File: config.mk
export PLATFORM = sky130hd
export DESIGN_NAME = tmla_cell
export DESIGN_NICKNAME = d
export VERILOG_FILES = /design/src/tmla_pkg.sv /design/src/tmla_cell.sv
export SDC_FILE = /design/constraint.sdc
export NUM_CORES = 1
export LEC_CHECK = 0
export BUFFER_PORTS_ARGS = -buffer_cell sky130_fd_sc_hd__buf_4
export CAP_MARGIN = 0
export CORE_MARGIN = 4
export CORE_UTILIZATION = 57
export CTS_CLUSTER_DIAMETER = 80
export CTS_CLUSTER_SIZE = 24
export DETAILED_ROUTE_END_ITERATION = 10
export GPL_ROUTABILITY_DRIVEN = 0
export HOLD_SLACK_MARGIN = 0.02
export PLACE_DENSITY = 0.86
export SKIP_LAST_GASP = 1
export SLEW_MARGIN = 10
export SYNTH_ARGS = -nofsm -noshare
export SYNTH_HDL_FRONTEND = slang
export SYNTH_SLANG_ARGS = --single-unit
File: constraint.sdc
create_clock -name clk -period 15.3 [get_ports clk]
set_input_delay 3.06 -clock clk [delete_from_list [all_inputs] [get_ports clk]]
set_output_delay 3.06 -clock clk [all_outputs]
set_load 0.02 [all_outputs]
File: src/tmla_pkg.sv
`default_nettype none
package tmla_pkg;

  // Command codes carried in the input tuser
  typedef logic [1:0] func_t;
  localparam func_t FUNC_CLEAR = 2'd0;
  localparam func_t FUNC_LOAD  = 2'd1;
  localparam func_t FUNC_QUERY = 2'd2;

  // Fixed field widths
  localparam int KEY_W   = 20;
  localparam int BEST_W  = 20;
  localparam int TOTAL_W = 32;

  // Control part of a token moving down the cell chain
  typedef struct packed {
    logic  vld;
    func_t func;
    logic  drop;
  } ctl_t;

endpackage
`default_nettype wire

File: src/tmla_cell.sv
`default_nettype none
module tmla_cell #(
  parameter int CELL_IDX   = 0,
  parameter int VALUE_BITS = 20,
  parameter int CNT_W      = 9
) (
  input  wire                          clk,
  input  wire                          rst_n,
  input  wire                          en,
  input  tmla_pkg::ctl_t               ctl_i,
  input  wire [tmla_pkg::KEY_W-1:0]    key_i,
  input  wire [VALUE_BITS-1:0]         val_i,
  input  wire [CNT_W-1:0]              cnt_i,
  output tmla_pkg::ctl_t               ctl_o,
  output logic [tmla_pkg::KEY_W-1:0]   key_o,
  output logic [VALUE_BITS-1:0]        val_o,
  output logic [CNT_W-1:0]             cnt_o
);

  // Stored entry of this cell
  logic [tmla_pkg::KEY_W-1:0] key_r;
  logic [VALUE_BITS-1:0]      val_r;

  tmla_pkg::ctl_t             ctl_r;
  logic [tmla_pkg::KEY_W-1:0] tkey_r;
  logic [VALUE_BITS-1:0]      tval_r;
  logic [VALUE_BITS-1:0]      tval_nxt;
  logic [CNT_W-1:0]           tcnt_r;

  logic load_hit;
  logic qry_hit;

  // Load token carries its target slot in the count field;
  // query token carries the table size at issue and the best so far.
  assign load_hit = ctl_i.vld && (ctl_i.func == tmla_pkg::FUNC_LOAD) &&
                    (cnt_i == CNT_W'(CELL_IDX));
  assign qry_hit  = ctl_i.vld && (ctl_i.func == tmla_pkg::FUNC_QUERY) &&
                    (cnt_i > CNT_W'(CELL_IDX)) && (key_r <= key_i) && (val_r > val_i);
  assign tval_nxt = qry_hit ? val_r : val_i;

  always_ff @(posedge clk) begin
    if (en && load_hit) begin
      key_r <= key_i;
      val_r <= val_i;
    end
  end

  always_ff @(posedge clk) begin
    if (!rst_n) begin
      ctl_r <= '0;
    end else if (en) begin
      ctl_r <= ctl_i;
    end
  end

  always_ff @(posedge clk) begin
    if (en) begin
      tkey_r <= key_i;
      tval_r <= tval_nxt;
      tcnt_r <= cnt_i;
    end
  end

  assign ctl_o = ctl_r;
  assign key_o = tkey_r;
  assign val_o = tval_r;
  assign cnt_o = tcnt_r;

endmodule
`default_nettype wire

Yosys cells after proc, flatten, opt, wreduce, memory -nomap -nowiden --
Cells that the tools add are included.
Word-level totals: register bits after elaboration 93, input port bits 56, output and inout port bits 53, logic and storage cells 22
Operators by class: order comparisons 3, muxes and demuxes 1, equality and inequality tests 2, reduce and logical (&&, ||, !) cells 8
Operators by type and width (count):
- 20-bit > comparator | 1
- 20-bit <= comparator | 1
- 20-bit two-way mux | 1
- 9-bit by 1-bit > comparator with 1-bit output (second input constant) | 1
- 9-bit logical NOT | 1
- 1-bit logical AND | 7
- 2-bit by 1-bit equality test with 1-bit output (second input constant) | 1
- 2-bit equality test (second input constant) | 1

Depth between registers and ports, before layout --
depth after elaboration 6, mapped depth 10, gate-level depth less buffers 9

Worst setup path before layout --
OpenSTA, ideal clock, no wires.
path kind in2reg, start in cnt_i[2], end reg key_r[0] (netlist name) (enable), buffers on the path 0, stages 3, slack 7.472 ns, data required time 14.761 ns, setup time 0.539 ns, data arrival time 7.289 ns, cells stage by stage nor4_1 -> nand3_1 -> nor4_1
On the way: cells in the longest elaborated chain, start to end 3
RTL lines:
- start: declaration | line tmla_cell.sv:13 | input wire [CNT_W-1:0] cnt_i,
- 9-bit logical NOT | line tmla_cell.sv:36 | (cnt_i == CNT_W'(CELL_IDX));
- 1-bit logical AND | line tmla_cell.sv:35 | assign load_hit = ctl_i.vld && (ctl_i.func == tmla_pkg::FUNC_LOAD) &&
- 1-bit logical AND | line tmla_cell.sv:42 | if (en && load_hit) begin
- end signal: assignment | line tmla_cell.sv:43 | key_r <= key_i;
- end: declaration | line tmla_cell.sv:21 | logic [tmla_pkg::KEY_W-1:0] key_r;
No other way between the ends. A chain may end at the register's enable or synchronous reset.

Worst setup path in the final report --
start in key_i[1] (netlist name), end reg tval_r[15], in the netlist val_o[15] (data pin)
On the way: cells in the longest elaborated chain, start to end 4
RTL lines:
- start: declaration | line tmla_cell.sv:11 | input wire [tmla_pkg::KEY_W-1:0] key_i,
- 20-bit <= comparator | line tmla_cell.sv:38 | (cnt_i > CNT_W'(CELL_IDX)) && (key_r <= key_i) && (val_r > val_i);
- 1-bit logical AND (2 in a row) | line tmla_cell.sv:38
- 20-bit two-way mux | line tmla_cell.sv:39 | assign tval_nxt = qry_hit ? val_r : val_i;
- via tval_nxt[15] | line tmla_cell.sv:27 | logic [VALUE_BITS-1:0] tval_nxt;
- end signal: assignment | line tmla_cell.sv:59 | tval_r <= tval_nxt;
- end: declaration | line tmla_cell.sv:26 | logic [VALUE_BITS-1:0] tval_r;
The timed path passes the listed nets, and every way through them passes these cells.

==> results.json <==
{
  "ys_ff_latch": 93,
  "synth_top_area_share_pct": 63.6,
  "hold_slack_ns": 0.485,
  "ys.flop_type": "edfxtp_1",
  "ant_nets": 0,
  "hold_viol_final": 0,
  "cts.sinks": 93,
  "grt_use_met1_pct": 23.5,
  "place_hpwl_mm": 5.93,
  "fin_worst_skew_ns": 0.00905,
  "yosys-top-cells-count": "edfxtp_1 (89), inv_1 (41), ha_1 (40)",
  "yosysMostFrequentCell": "edfxtp_1",
  "rsz0062_at_grt": "false",
  "die-width_um": 93.9,
  "critPathLaunch": "key_i[1]",
  "cts_root_buf": "clkbuf_8",
  "busiest_layer": "met2",
  "first_pass_iters": 4,
  "syn_area_per_cell_sq_um": 15.3,
  "final_util_pct": 74.6,
  "area_growth_pct": 28.1,
  "seq_area_sq_um": 2750,
  "n_antenna_cell": 0,
  "fin_setup_tns_ns": 0,
  "io_pins": 109,
  "core_sq_um": 7210,
  "power.density_nw_per_um2": 102,
  "cp.required_ns": 15.40,
  "postCtsSetupRepairBufs": 0,
  "clk_latency_ns": 0.35,
  "status": "completed",
  "io_buffers": 108,
  "tightest_slew_ns": 0.714,
  "synth_edf_count": 89,
  "fin_crit_sh_pct": 36.4,
  "p_seq_share_pct": 53.3,
  "hold_class": "reg -> reg",
  "fillers": 478,
  "ys_async_sr_fraction_pct": 0,
  "drt_wl_total_mm": 8.13,
  "arrival_ns": 5.66,
  "power.leakage_nw": 2.33,
  "clockPowerShare_pct": 34.8,
  "cp-start-kind": "input port",
  "synthCells": 275,
  "viasPerCell": 5.19,
  "wl_per_cell_um": 16.4,
  "p_switching_w": 0.000120,
  "cts_buffers": 9,
  "rows": 31,
  "grt_first_pass_wirelength_mm": 12.8,
  "syn_nets": 371,
  "die_height_um": 93.9,
  "crit_path_end_kind": "flip-flop",
  "cts.path.max_buffers": 2,
  "r2r_start": "key_r[1]",
  "synth_area_leader_cell": "edfxtp_1",
  "grt_max_degree": 55,
  "ctsHoldBuffers": 0,
  "vias": 2577,
  "drt_iter0_markers": 74,
  "remaining_drc_errors": 0,
  "grt_util_met2_pct": 33.1,
  "multiInputGateArea_sq_um": 1290,
  "drv_cap": 0,
  "ys_seq_area_share_pct": 65.5,
  "crit_fanout": 14,
  "power.total_w": 0.000549,
  "drive_above_1_share_pct": 37.4,
  "initial_core_util_pct": 58.2,
  "min-delay-start": "ctl_o[1]",
  "worstSetupPathType": "in -> reg",
  "cts_tree": "built",
  "post-route-min-period_ns": 5.56,
  "dieArea_sq_um": 8810,
  "cts-resized-gates": 0,
  "combinationalPowerShare_pct": 11.8,
  "synthTopCellsByArea": "edfxtp_1 (64%), ha_1 (12%), mux2_4 (7.1%)",
  "yosysUniqueCellTypes": 29,
  "synth_warnings": 0,
  "swShare_pct": 21.9,
  "track_usage_pct": 19.1,
  "syn-cell-area_sq_um": 4200,
  "intPower_w": 0.000429,
  "clk_pin_slew_ns": 0.09,
  "finalMaxSlewViolations": 0,
  "cts_htree_levels": 3,
  "use_met3_pct": 5.77,
  "grt_overflow": 0,
  "setup_viol": 0,
  "grt_pass1_vias": 2615,
  "antenna_found_initial": 0,
  "maxSlewHeadroom_pct": 52.4,
  "fmax_mhz": 180,
  "ir_drop_v": 0.0000643,
  "num-nets-final": 489
}
[critical path: stages]
cell and delay (ns):
buf_4 0.10, inv_1 0.04, ha_1 0.30, nor2b_1 0.14, o211ai_1 0.16, a211oi_1 0.09, o41ai_1 0.29, nand2_1 0.16
a221oi_4 0.57, buf_4 0.39, mux2_4 0.33
[logic make-up after synthesis]
group                      share of synthesized area, %
DFF                                                65.5
buffers and inverters                              4.29
and+or+nand+nor                                    5.51
adders and majority gates                          11.9
AOI/OAI and AO/OA                                  4.91
muxes                                              7.86
[flip-flops by register name (all words and copies together), names as in the netlist]
signal	flops
key_o	20
key_r	20
val_o	20
val_r	20
cnt_o	9
ctl_o	4
[power by group through the flow]
stage / clock network (W) / logic, W / registers (W)
detailed placement: 0 / 0.0000653 / 0.000299
floorplan: 0 / 0.0000168 / 0.000311
finish: 0.000191 / 0.0000650 / 0.000293
CTS: 0.000195 / 0.0000656 / 0.000293
global placement: 0 / 0.0000629 / 0.000298
global route: 0.000208 / 0.0000701 / 0.000294
[metal layers]
| layer | vias to the layer above | routed length [um] |
|---|---|---|
| met4 | 0 | 24 |
| met3 | 2 | 471 |
| met2 | 83 | 4300 |
| met5 | - | 0 |
| met1 | 1241 | 3330 |
| li1 | 1251 | - |
[stage by stage]
step / setup slack (ns) / area [sq um] / instances
3_5_place_dp: 9.40 / 5140 / 481
3_3_place_gp: 9.50 / 5140 / 481
4_1_cts: 9.77 / 5380 / 497
6_report: 9.74 / 5380 / 497
5_1_grt: 9.64 / 5380 / 497
2_1_floorplan: 7.47 / 4200 / 275
[cell type report]
class	instances	area share (%)
timing repair buffer	110	15.3
clock buffer	9	2.30
tap	99	2.30
multi-input combinational	138	23.9
clock inverter	7	2.12
inverter	41	2.86
sequential	93	51.2
[cells in the final DEF, fill, tap and decap left out, types with 7 or more instances in the layout]
cell and count:
buf_4 110, edfxtp_1 89, inv_1 41, ha_1 40
mux2_4 20, a21oi_1 16, nand2_1 11, clkbuf_8 9
nand4_1 7
[path summary, 6_finish.rpt]
path	to	slack (ns)	depth (start not counted)
min	ctl_o[1]	0.48	2
max reg2reg	val_o[15]	12.20	9
min reg2reg	ctl_o[1]	0.48	2
max	val_o[15]	9.74	11
Note: power is estimated with default switching activity, not from simulation.
