<file path="src/tmla_pkg.sv">
`default_nettype none
package tmla_pkg;

  // Command codes carried in the input tuser
  typedef logic [1:0] func_t;
  localparam func_t FUNC_CLEAR = 2'd0;
  localparam func_t FUNC_LOAD  = 2'd1;
  localparam func_t FUNC_QUERY = 2'd2;

  // Fixed field widths
  localparam int KEY_W   = 20;
  localparam int BEST_W  = 20;
  localparam int TOTAL_W = 32;

  // Control part of a token moving down the cell chain
  typedef struct packed {
    logic  vld;
    func_t func;
    logic  drop;
  } ctl_t;

endpackage
`default_nettype wire

</file>
<file path="src/tmla_acc.sv">
`default_nettype none
module tmla_acc #(
  parameter int VALUE_BITS = 20
) (
  input  wire                   clk,
  input  wire                   rst_n,
  output logic                  en,
  input  tmla_pkg::ctl_t        ctl_i,
  input  wire [VALUE_BITS-1:0]  val_i,
  output logic                  out_tvalid,
  input  wire                   out_tready,
  output logic [55:0]           out_tdata
);

  localparam int TW = tmla_pkg::TOTAL_W;
  localparam int BW = tmla_pkg::BEST_W;

  logic          out_vld_r;
  logic [BW-1:0] best_r;
  logic [TW-1:0] total_r;
  logic [TW-1:0] total_nxt;
  logic          drop_r;
  logic [TW:0]   sum;
  logic [VALUE_BITS+BW-1:0] best_ext;
  logic          is_qry;
  logic          is_clr;

  // Whole chain moves when the output slot is free or being drained
  assign en = !out_vld_r || out_tready;

  assign is_qry   = ctl_i.vld && (ctl_i.func == tmla_pkg::FUNC_QUERY);
  assign is_clr   = ctl_i.vld && (ctl_i.func == tmla_pkg::FUNC_CLEAR);
  assign sum      = {1'b0, total_r} + (TW+1)'(val_i);
  assign best_ext = {{BW{1'b0}}, val_i};

  always_comb begin
    total_nxt = total_r;
    if (is_clr) begin
      total_nxt = '0;
    end else if (is_qry) begin
      total_nxt = sum[TW] ? {TW{1'b1}} : sum[TW-1:0];
    end
  end

  always_ff @(posedge clk) begin
    if (!rst_n) begin
      out_vld_r <= 1'b0;
      total_r   <= '0;
    end else if (en) begin
      out_vld_r <= is_qry;
      total_r   <= total_nxt;
    end
  end

  always_ff @(posedge clk) begin
    if (en && is_qry) begin
      best_r <= best_ext[BW-1:0];
      drop_r <= ctl_i.drop;
    end
  end

  assign out_tvalid = out_vld_r;
  assign out_tdata  = {3'b000, drop_r, total_r, best_r};

endmodule
`default_nettype wire

</file>
<file path="config.mk">
export PLATFORM = sky130hd
export DESIGN_NAME = tmla_acc
export DESIGN_NICKNAME = d
export VERILOG_FILES = /design/src/tmla_pkg.sv /design/src/tmla_acc.sv
export SDC_FILE = /design/constraint.sdc
export NUM_CORES = 1
export LEC_CHECK = 0
export ABC_AREA = 1
export BUFFER_PORTS_ARGS = -buffer_cell sky130_fd_sc_hd__clkbuf_2
export CAP_MARGIN = 10
export CORE_MARGIN = 5
export CORE_UTILIZATION = 30
export CTS_CLUSTER_DIAMETER = 60
export DETAILED_ROUTE_END_ITERATION = 8
export PLACE_DENSITY = 0.63
export SETUP_SLACK_MARGIN = 0.2
export SLEW_MARGIN = 10
export SYNTH_ARGS = -nofsm -noshare
export SYNTH_HDL_FRONTEND = slang
export SYNTH_SLANG_ARGS = --single-unit
</file>
<file path="constraint.sdc">
create_clock -name clk -period 2.3 [get_ports clk]
set_clock_uncertainty 0.05 [all_clocks]
set_input_delay 0.69 -clock clk [delete_from_list [all_inputs] [get_ports clk]]
set_output_delay 0.69 -clock clk [all_outputs]
set_load 0.02 [all_outputs]
</file>
[Yosys cells after proc, flatten, opt, wreduce, memory -nomap -nowiden]
Index checks and enable logic that the tools add are counted.
Storage, ports and cells
  flip-flop bits (word level): 54
  input port bits: 27
  output and inout port bits: 58
  word-level logic and storage cells: 17
Cells by class
  $add $sub $neg: 1
  eq/ne operators: 1
  multiplexer cells: 3
  reduce and logical (&&, ||, !) cells: 8
Operators by type and width (number)
  2-to-1 mux 32 bit: 3
  adder 32 x 20 -> 33 bit: 1
  logical AND 1 bit: 3
  == test 2 bit (second input constant): 1
  logical NOT 2 bit: 1
  AND reduction 2 bit: 1
  nonzero test 2 bit: 1
  logical NOT 1 bit: 1
  logical OR 1 bit: 1

[Depth between registers and ports, before layout]
  depth in word-level cells: 4
  mapped depth: 14
  depth with buffers taken out: 14

[Worst setup path before layout]
Ideal clock, no wire load.
  path kind: input to register
  start: input val_i[0]
  end: register total_r[18]
  library setup time: 138 ps
  arrival time: 2222 ps
  required time: 2112 ps
  path slack: -110 ps
  stages on the path: 13
  buffers on the path: 1
  path through: ha_1 -> fa_1 -> nand2_1 -> nand3_1 -> nand3_2 -> nand2_2 -> nand3_2 -> nand3_4 -> nand2_4 -> buf_6 -> nand3_2 -> nand2_2 -> a21oi_2
On the way
  longest elaborated chain between the ends: 4
Ends and longest elaborated chain
  start, declared: line tmla_acc.sv:9  | input wire [VALUE_BITS-1:0] val_i,
  adder 32 x 20 -> 33 bit: line tmla_acc.sv:33  | assign sum = {1'b0, total_r} + (TW+1)'(val_i);
  2-to-1 mux 32 bit: line tmla_acc.sv:41  | total_nxt = sum[TW] ? {TW{1'b1}} : sum[TW-1:0];
  2-to-1 mux 32 bit: line tmla_acc.sv:40  | end else if (is_qry) begin
  2-to-1 mux 32 bit: line tmla_acc.sv:38  | if (is_clr) begin
  end signal, assigned: line tmla_acc.sv:51  | total_r <= total_nxt;
  end, declared: line tmla_acc.sv:20  | logic [TW-1:0] total_r;
Every way passes these cells. The select of a mux whose other input is x is not followed.
A chain may end at the register's enable or synchronous reset.

[Worst setup path after layout]
  start: input val_i[0]
  end: register total_r[12]
The elaborated chain is that of the path after synthesis.

==> key figures <==
Run status
  • Outcome: complete, no violations

Final layout
  • Final nets: 793
  • Filler cell count in the final layout: 1367
  • Area of the multi-input gates: 2630 sq um
  • Fin util: 42.8%
  • Sequential Area: 1290 sq um
  • Layout area overhead: 39.8%
  • Layout cells sized above 1: 32.4%
  • Number of antenna diodes: 0

Detailed routing
  • Met1 WL: 5.94 mm
  • Metal3 WL: 567 microns
  • Vias post-DR: 4195
  • Top routing layer in use: met4
  • WL per Instance: 13.3 microns
  • Initial DRC count: 275
  • Vias per cell: 4.55
  • Router iterations before antenna repair: 4
  • Drt drc: 0
  • Metal2 WL: 5.53 mm
  • Final wirelength: 12.2 mm
  • ANT nets after route: 0

Die
  • Die Height: 126 microns
  • CORE AREA: 13200 sq um
  • Initial core utilization: 30.6%
  • Die area: 15900 sq um
  • Die Wd: 126 microns
  • I/O Pins: 85
  • Cell Rows: 42

Clock network
  • CTS Buf Count: 5
  • Number of H-tree levels: 2
  • Clock Tree Buf Depth: 2
  • Clock Latency Late Sink: 0.30 ns
  • # clock sinks: 54
  • Root Buffer Master: clkbuf_16
  • CTS tree: yes
  • Hold_buf cts: 0
  • Clock-pin slew of the registers on the worst-case setup and hold paths: 0.07 ns

Power and ir drop
  • P_leak: 2.81 nW
  • Worst VDD drop: 0.385 mV
  • Pwr Density: 428 nW/um^2
  • Design Power: 2.42 mW

Synth
  • Number of synthesized flops with an enable pin: 21
  • #FFs+latches synth: 54
  • Synth Area per Inst: 6.62 sq um
  • Post-synthesis cell count: 612
  • Synth Warn #: 0
  • Ys async rst share: 0%
  • Main synth FF type: dfxtp_1
  • Sequential cell area fraction in the yosys report: 31.9%
  • Synth Cell Area: 4050 sq um
  • Synth unique cells: 39

Timing
  • Period utilization: 95.0%
  • Final Hold Viols: 0
  • Unrepaired setup endpoints after global routing: yes
  • Max Clock Freq: 458 MHz
  • Minimum clock period: 2.18 ns
  • # setup viols final: 0
  • Final Max Slew Viols: 0

Place
  • Routability Congestion: 0.938
  • Port Buffers: 81
  • Post-DP HPWL: 9.05 mm

Worst setup path
  • Worst-path maximum fanout: 5
  • Critical-path top delay cell: fa_2
  • Crit path cell chain: buf_8, ha_4, fa_2, nand2_1, nand3_1, nand3_2, nand2_4, nand3_4, nand3_4, nand2_8, buf_12, buf_16, nand2_2, nand2_1, a21oi_2
  • CP Capture Type: register
  • Data required time of the worst path: 2.42 ns
  • Critical path type: input port to register
  • Setup crit start kind: input port
  • WP data arrival: 2.31 ns
  • Largest stage delay, worst path: 0.34 ns

Global routing
  • First-pass GRT wire length: 20.7 mm
  • Global Route Usage Sum: 15.6%
  • Vias in the first global route: 4166
  • Initial antenna violation count: 0
  • Largest net degree at the start of global routing: 54
  • GRT overflow: 0

Worst hold path
  • Worst hold-check path type: register to register

Flow run
  • Max Cap Viol: 0
## metal layers
metal | up-vias | global-route usage, %
met5 | - | 0
met4 | 0 | 4.73
met3 | 12 | 2.41
met2 | 99 | 25.7
met1 | 1900 | 21.2
li1 | 2184 | -
## per-stage QoR
| step | std cells | cell area, sq um | setup WS, ns | hold WS (ns) | TNS, ns |
|---|---|---|---|---|---|
| 6_report | 922 | 5670 | 0.116 | 0.436 | 0 |
| 5_1_grt | 922 | 5670 | 0.0210 | 0.477 | 0 |
| 4_1_cts | 919 | 5550 | 0.110 | 0.438 | 0 |
| 3_5_place_dp | 903 | 5010 | -0.272 | 0.427 | -6.41 |
| 3_3_place_gp | 903 | 5010 | -0.270 | 0.426 | -5.89 |
| 2_1_floorplan | 614 | 4080 | -0.0143 | 0.510 | -0.132 |
## worst paths after layout
path / cells past startpoint / endpoint / startpoint / slack, ns
worst max-delay path: 15 / total_r[12] / val_i[0] / 0.12
worst min-delay path: 2 / total_r[3] / total_r[3] / 0.44
worst max register to register: 14 / total_r[12] / total_r[0] / 0.21
worst min register to register: 2 / total_r[3] / total_r[3] / 0.44
## power breakdown
part           leakage [nW]  total [mW]  switching, mW  internal, mW
logic                  2.27       0.513          0.292         0.220
registers             0.460        1.04         0.0184          1.02
clock network        0.0836       0.875          0.364         0.511
## layout make-up
| type | instances | area share, % |
|---|---|---|
| Tap cell | 176 | 3.89 |
| Clock buffer | 5 | 2.21 |
| Timing Repair Buffer | 141 | 17.2 |
| Multi-Input combinational cell | 442 | 46.4 |
| Clock inverter | 3 | 0.707 |
| Sequential cell | 54 | 22.8 |
| Inverter | 101 | 6.78 |
## synth_stat cells, types with 2 or more instances
| cell | number | area share [%] |
|---|---|---|
| nand2_1 | 217 | 20 |
| inv_1 | 94 | 8.7 |
| a21oi_1 | 37 | 4.6 |
| nand3_1 | 37 | 4.6 |
| dfxtp_1 | 33 | 16 |
| nor2_1 | 33 | 3.1 |
| edfxtp_1 | 21 | 16 |
| ha_1 | 20 | 6.2 |
| xor2_1 | 13 | 2.8 |
| nand2_2 | 11 | 1.7 |
| o21ai_1 | 11 | 1.4 |
| a21oi_2 | 10 | 2.2 |
| nand3_2 | 10 | 2.5 |
| nand4_1 | 10 | 1.5 |
| o21ai_0 | 7 | 0.86 |
| clkbuf_1 | 6 | 0.56 |
| inv_2 | 6 | 0.56 |
| nor3_1 | 6 | 0.74 |
| buf_4 | 5 | 0.93 |
| buf_2 | 3 | 0.37 |
| nor2_2 | 3 | 0.46 |
| xnor2_1 | 2 | 0.43 |
## state kept, by name (all words and copies together) (netlist names)
name	flops
drop_r	1
total_r	32
out_tvalid	1
best_r	20
## logic make-up after synthesis
group | after synthesis | share of synthesized area, %
compound gates | 68 | 9.51
xor+xnor | 15 | 3.24
fa+ha+maj | 21 | 6.67
buf+inv | 118 | 12.0
flops | 54 | 31.9
other cells | 1 | 0.0925
simple gates | 335 | 36.6
## critical path, delay by kind of cell
family / cells / cell delay, ns
simple gates: 9 / 0.74
fa+ha+maj: 2 / 0.49
compound gates: 1 / 0.05
buf+inv: 3 / 0.33
## cells in the final DEF, fill, tap and decap left out, types with 3 or more instances in the layout
cell       synthesis  final
a21oi_1           37     31
a21oi_2           10     16
buf_12             0      5
buf_4              5     51
buf_6              1      4
clkbuf_16          0      5
clkbuf_2           0     78
conb_1             1      3
dfxtp_1           33     33
edfxtp_1          21     21
ha_1              20      3
ha_4               0     16
inv_1             94     94
inv_2              6      6
nand2_1          217    206
nand2_2           11     20
nand3_1           37     30
nand3_2           10     15
nand3_4            1      3
nand4_1           10     10
nor2_1            33     29
nor2_2             3      5
nor2_4             1      3
nor3_1             6      6
o21ai_0            7      6
o21ai_1           11     11
xor2_1            13     13
## timing repair
action | 4_1_cts | 5_1_grt
gates cloned | 1 | 0
pin swaps | 11 | 7
endpoints found under the hold margin | 0 | 0
endpoints found under the setup margin | 32 | 32
setup buffers | 7 | 3
gates resized for setup | 38 | 24
Power figures use the tool's default switching activity.
